`config.mk`:
```
export PLATFORM = sky130hd
export DESIGN_NAME = rfes_fifo
export DESIGN_NICKNAME = d
export VERILOG_FILES = /design/src/rtl/rfes_pkg.sv /design/src/rtl/rfes_fifo.sv
export SDC_FILE = /design/constraint.sdc
export NUM_CORES = 1
export LEC_CHECK = 0
export ABC_AREA = 1
export BUFFER_PORTS_ARGS = -buffer_cell sky130_fd_sc_hd__buf_2
export CORE_UTILIZATION = 30
export CTS_BUF_LIST = sky130_fd_sc_hd__clkbuf_8
export CTS_CLUSTER_DIAMETER = 200
export CTS_CLUSTER_SIZE = 24
export DETAILED_ROUTE_END_ITERATION = 8
export PLACE_DENSITY_LB_ADDON = 0.15
export SYNTH_ARGS = -nofsm -noshare
export SYNTH_HDL_FRONTEND = slang
export SYNTH_SLANG_ARGS = --single-unit
```
`constraint.sdc`:
```
create_clock -name clk -period 31.6 [get_ports clk]
set_input_delay 7.9 -clock clk [delete_from_list [all_inputs] [get_ports clk]]
set_output_delay 7.9 -clock clk [all_outputs]
set_load 0.005 [all_outputs]
```
`src/rtl/rfes_pkg.sv`:
```
// Shared types, constants and trig helpers for the rigid-fit error search.
// No dependencies; imported by every module of the block.
`default_nettype none

package rfes_pkg;

  localparam int POINT_SLOTS = 4;
  localparam int ANGLE_STEPS = 360;
  localparam int SLOT_W      = 2;
  localparam int OP_W        = 2;
  localparam int COORD_W     = 24;
  localparam int ANG_W       = 9;
  localparam int COEF_W      = 16;
  localparam int ERR_W       = 24;
  localparam int POS_W       = 28;   // rotated coordinate
  localparam int DIFF_W      = 29;   // distance component, shared multiplier operand
  localparam int PROD_W      = 2 * DIFF_W;
  localparam int SQ_W        = 58;   // sum of squares
  localparam int RT_W        = SQ_W + 2;
  localparam int STEP_W      = 4;
  localparam int BIT_W       = 5;
  localparam int ROT_LAST    = 14;
  localparam int ROOT_TOP    = 28;   // sqrt scan starts at 4^28
  localparam int IN_TDATA_W  = 104;
  localparam int OUT_TDATA_W = 152;

  localparam logic [ERR_W-1:0] ERR_MAX = {ERR_W{1'b1}};

  typedef enum logic [OP_W-1:0] {
    OP_LOAD_SRC = 2'd0,
    OP_LOAD_TGT = 2'd1,
    OP_EVAL     = 2'd2,
    OP_NONE     = 2'd3
  } op_t;

  typedef logic signed [COORD_W-1:0] coord_t;
  typedef logic [ANG_W-1:0]          angle_t;
  typedef logic signed [COEF_W-1:0]  coef_t;

  typedef struct packed {
    coord_t x;
    coord_t y;
    coord_t z;
  } point_t;

  // One classified item on its way from the front to the back
  typedef struct packed {
    op_t                op;
    logic [SLOT_W-1:0]  slot;
    point_t             pt;
    angle_t             pitch;
    angle_t             yaw;
    angle_t             roll;
    coef_t              sp;
    coef_t              cp;
    coef_t              sy;
    coef_t              cy;
    coef_t              sr;
    coef_t              cr;
  } item_t;

  // sin(d) * 32768 rounded, d = 0..90, top entry saturated
  localparam logic [14:0] SIN_Q15 [0:90] = '{
    15'd0,     15'd572,   15'd1144,  15'd1715,  15'd2286,  15'd2856,  15'd3425,
    15'd3993,  15'd4560,  15'd5126,  15'd5690,  15'd6252,  15'd6813,  15'd7371,
    15'd7927,  15'd8481,  15'd9032,  15'd9580,  15'd10126, 15'd10668, 15'd11207,
    15'd11743, 15'd12275, 15'd12803, 15'd13328, 15'd13848, 15'd14365, 15'd14876,
    15'd15384, 15'd15886, 15'd16384, 15'd16877, 15'd17364, 15'd17847, 15'd18324,
    15'd18795, 15'd19261, 15'd19720, 15'd20174, 15'd20622, 15'd21063, 15'd21498,
    15'd21926, 15'd22348, 15'd22763, 15'd23170, 15'd23571, 15'd23965, 15'd24351,
    15'd24730, 15'd25102, 15'd25466, 15'd25822, 15'd26170, 15'd26510, 15'd26842,
    15'd27166, 15'd27482, 15'd27789, 15'd28088, 15'd28378, 15'd28660, 15'd28932,
    15'd29197, 15'd29452, 15'd29698, 15'd29935, 15'd30163, 15'd30382, 15'd30592,
    15'd30792, 15'd30983, 15'd31164, 15'd31336, 15'd31499, 15'd31651, 15'd31795,
    15'd31928, 15'd32052, 15'd32166, 15'd32270, 15'd32365, 15'd32449, 15'd32524,
    15'd32588, 15'd32643, 15'd32688, 15'd32723, 15'd32748, 15'd32763, 15'd32767
  };

  // Fold a 9-bit angle into 0..359
  function automatic angle_t wrap_angle(input angle_t a);
    angle_t res;
    if (a >= ANG_W'(ANGLE_STEPS)) begin
      res = a - ANG_W'(ANGLE_STEPS);
    end else begin
      res = a;
    end
    return res;
  endfunction

  // Sine of a wrapped angle by quadrant symmetry
  function automatic coef_t sine(input angle_t a);
    logic [6:0] idx;
    logic       neg;
    coef_t      mag;
    if (a <= ANG_W'(90)) begin
      idx = 7'(a);
      neg = 1'b0;
    end else if (a <= ANG_W'(180)) begin
      idx = 7'(ANG_W'(180) - a);
      neg = 1'b0;
    end else if (a <= ANG_W'(270)) begin
      idx = 7'(a - ANG_W'(180));
      neg = 1'b1;
    end else begin
      idx = 7'(ANG_W'(ANGLE_STEPS) - a);
      neg = 1'b1;
    end
    mag = $signed({1'b0, SIN_Q15[idx]});
    return neg ? -mag : mag;
  endfunction

  // Cosine as the sine a quarter turn ahead
  function automatic coef_t cosine(input angle_t a);
    logic [ANG_W:0] b;
    b = {1'b0, a} + (ANG_W+1)'(90);
    if (b >= (ANG_W+1)'(ANGLE_STEPS)) begin
      b = b - (ANG_W+1)'(ANGLE_STEPS);
    end
    return sine(b[ANG_W-1:0]);
  endfunction

endpackage

`default_nettype wire

```
`src/rtl/rfes_fifo.sv`:
```
// Two-entry queue of classified items between front and back.
// Depends on rfes_pkg for the entry type.
`default_nettype none

module rfes_fifo
  import rfes_pkg::*;
(
  input  wire logic  clk,
  input  wire logic  rst_n,
  input  wire logic  push,
  input  wire item_t push_item,
  output logic       full,
  input  wire logic  pop,
  output logic       empty,
  output item_t      head
);

  item_t      mem_r [2];
  logic       wr_ptr_r;
  logic       rd_ptr_r;
  logic [1:0] cnt_r;

  assign full  = (cnt_r == 2'd2);
  assign empty = (cnt_r == 2'd0);
  assign head  = mem_r[rd_ptr_r];

  // Store incoming entries
  always_ff @(posedge clk) begin
    if (push) begin
      mem_r[wr_ptr_r] <= push_item;
    end
  end

  // Advance pointers and fill count
  always_ff @(posedge clk) begin
    if (!rst_n) begin
      wr_ptr_r <= 1'b0;
      rd_ptr_r <= 1'b0;
      cnt_r    <= 2'd0;
    end else begin
      if (push) begin
        wr_ptr_r <= !wr_ptr_r;
      end
      if (pop) begin
        rd_ptr_r <= !rd_ptr_r;
      end
      case ({push, pop})
        2'b10:   cnt_r <= cnt_r + 2'd1;
        2'b01:   cnt_r <= cnt_r - 2'd1;
        default: cnt_r <= cnt_r;
      endcase
    end
  end

endmodule

`default_nettype wire

```
==> metrics.txt <==
CTS Buf Count 20; HP Class flip-flop to flip-flop; drt total wl ~32000 um; fmax roughly 0.086 GHz; status finished clean; Clock Skew about 0.032 ns; CP Data Required Time 23.70 ns; CORE AREA just under 50000 um2; syn_nets 858; io pins about 400; die width between 200 and 250 um; CTS tree done; Async SR Flop Fraction 0; Cells after Synth 654; commonest cells in the netlist edfxtp_1, mux2_4, mux2_2, buf_6, nor2_1; Synth Area in Adders 0.0008346; largest family of logic cells by synthesized area multiplexers; Post-DP HPWL 21790 um; Synth Area in Simple Gates 0.005425; Synth Warn # 0; Yosys top cell by area edfxtp_1; DR DRC count 0; main area contributors after synthesis edfxtp_1, mux2_4, mux2_2; pin count of the biggest net entering global routing 85; worst-path fanout max 60; Slew Limit Fails 0; critical path, cell by cell buf_4, buf_4, mux2_2, buf_2; CP Capture Type output pin; Distinct cells, synth 13; vias roughly 7300; Avg Vias per Cell 4.225; initial antenna violation count 15; Hold Fails Final Rpt 0; final setup violation count 0; syn_area_per_cell approximately 23 um2; register area share after synthesis 0.8039; most frequent cell after synthesis edfxtp_1; Slowest Stage Delay on Critical Path around 0.97 ns; Max transition margin 0.2509; synthesized cell area about 15000 um2; H-tree Lvls 1; Routed Antenna Nets 0; Skew-Pair Late Insertion Delay ~0.61 ns; fraction of layout cells with a size suffix above 1 0.5929; Area Growth Syn to Fin 20.35%; Worst Path Arrival 3.68 ns; post-place setup slack 20.55 ns; leakage power about 6.8 nW; # resized after CTS 0; CP max-delay cell buf_4; Post-CTS Hold Buffers 0; Root Driver clkbuf_8; drt pass-1 iters 4; Buffers on Ports slightly above 400; Slew @ Worst Pin 1.124 ns; Final Net Count ~1300; most frequent CP cell buf_4; DR WL/cell between 15 and 20 um; maximum buffer depth of the clock tree 3; vias in the first global route roughly 7300; number of synthesized register bits about 400; Tmin final about 12 ns; EDFF count, synth 398; compound-cell area share of the yosys netlist 0.0006677; Die H ~230 um; Final period util 0.3663; Main synth FF type edfxtp_1; global route total overflow 0; Starting Density 0.3050; Site Rows 81; area share of the largest cell type after synthesis 0.7972; gpl congestion 0.6990; setup TNS 0 ns; Pwr Density roughly 52 nW/um2; Setup CP Type flip-flop to output pin; number of setup buffers added after CTS 0; 1st-iter DRT viols about 250; Max-Cap Viols 0; RSZ-0062 raised after global routing false; first-pass GRT wire length ~45000 um; Peak VDD IR ~0.03 mV; fin worst setup slack approximately 20 ns; Worst setup SP type flip-flop; Clk pin slew, worst setup/hold paths 0.14 ns; die area 50870 um2; mux contribution to synthesized area 0.1745; gr usage total 0.1186; clk sink count 403; xor/xnor share of the synthesized area 0
stage by stage:
stage          hold WS, ns  utilization  instances  power, mW  instance area (um2)
3_5_place_dp        0.4937       0.3605       1707     0.7476                17720
2_1_floorplan       0.4635            -        654     0.7003                14990
6_report            0.5284       0.3671       1736     0.9444                18040
3_3_place_gp        0.4786       0.3605       1707     0.7461                17720
5_1_grt             0.5681       0.3670       1735     0.9861                18040
4_1_cts             0.5299       0.3670       1735     0.9642                18040
area by class of cell:
cell class | count | area [um2]
multi-input combinational | 223 | 2728
antenna | 1 | 2.502
inverter | 6 | 30.03
sequential | 403 | 12060
timing repair buffer | 411 | 2077
clock inverter | 7 | 30.03
tap | 664 | 830.8
fill | 4663 | 31110
clock buffer | 21 | 289.0
per-layer routing:
| metal | GRT usage | part of all wire |
|---|---|---|
| met1 | 0.1454 | 0.41 |
| met2 | 0.1889 | 0.46 |
| met3 | 0.05606 | 0.11 |
| met4 | 0.02633 | 0.014 |
| met5 | 0 | 0.0058 |
path summary, 6_finish.rpt:
path                            startpoint  slack, ns            end  depth (start not counted)
worst max-delay path             flip-flop      20.02       head[75]                          4
worst min-delay path              cnt_r[1]       0.53       cnt_r[1]                          2
worst max register to register    wr_ptr_r      28.57  mem_r[0][146]                          3
worst min register to register    cnt_r[1]       0.53       cnt_r[1]                          2
placed cells by master, fill, tap and decap left out:
| cell type | n |
|---|---|
| buf_2 | 403 |
| edfxtp_1 | 398 |
| mux2_4 | 100 |
| mux2_2 | 99 |
| clkbuf_8 | 21 |
| nor2_1 | 11 |
| inv_1 | 11 |
| nand2_1 | 8 |
| buf_4 | 8 |
| dfxtp_1 | 4 |
| diode_2 | 1 |
| inv_8 | 1 |
| nor2_4 | 1 |
| o21ai_0 | 1 |
| a21oi_1 | 1 |
| nand4_1 | 1 |
| ha_1 | 1 |
| dfxtp_4 | 1 |
| clkinvlp_4 | 1 |
flip-flops by register name, indices dropped and copies added (netlist names), named ones only:
signal,count
mem_r,398
cnt_r,2
rd_ptr_r,1
wr_ptr_r,1
where the power goes:
group          total [mW]  switching, mW  leakage [nW]  internal [mW]
Combinational       0.106         0.0511          2.84         0.0546
Clock               0.213          0.151         0.183         0.0620
Sequential          0.626        0.00697          3.78          0.619
Total               0.944          0.209          6.80          0.735
critical path, delay by kind of cell (launching register included):
kind	cells	cell delay, ns
buf+inv	3	1.94
flops	1	0.61
mux	1	0.42
cells by family after synthesis:
| family | Yosys count |
|---|---|
| AO/OA/AOI/OAI | 2 |
| multiplexers | 199 |
| flip-flops | 403 |
| buffers and inverters | 28 |
| AND/OR/NAND/NOR | 21 |
| adder cells (fa/ha/maj) | 1 |
No activity file was read; power rests on OpenSTA's default activity.
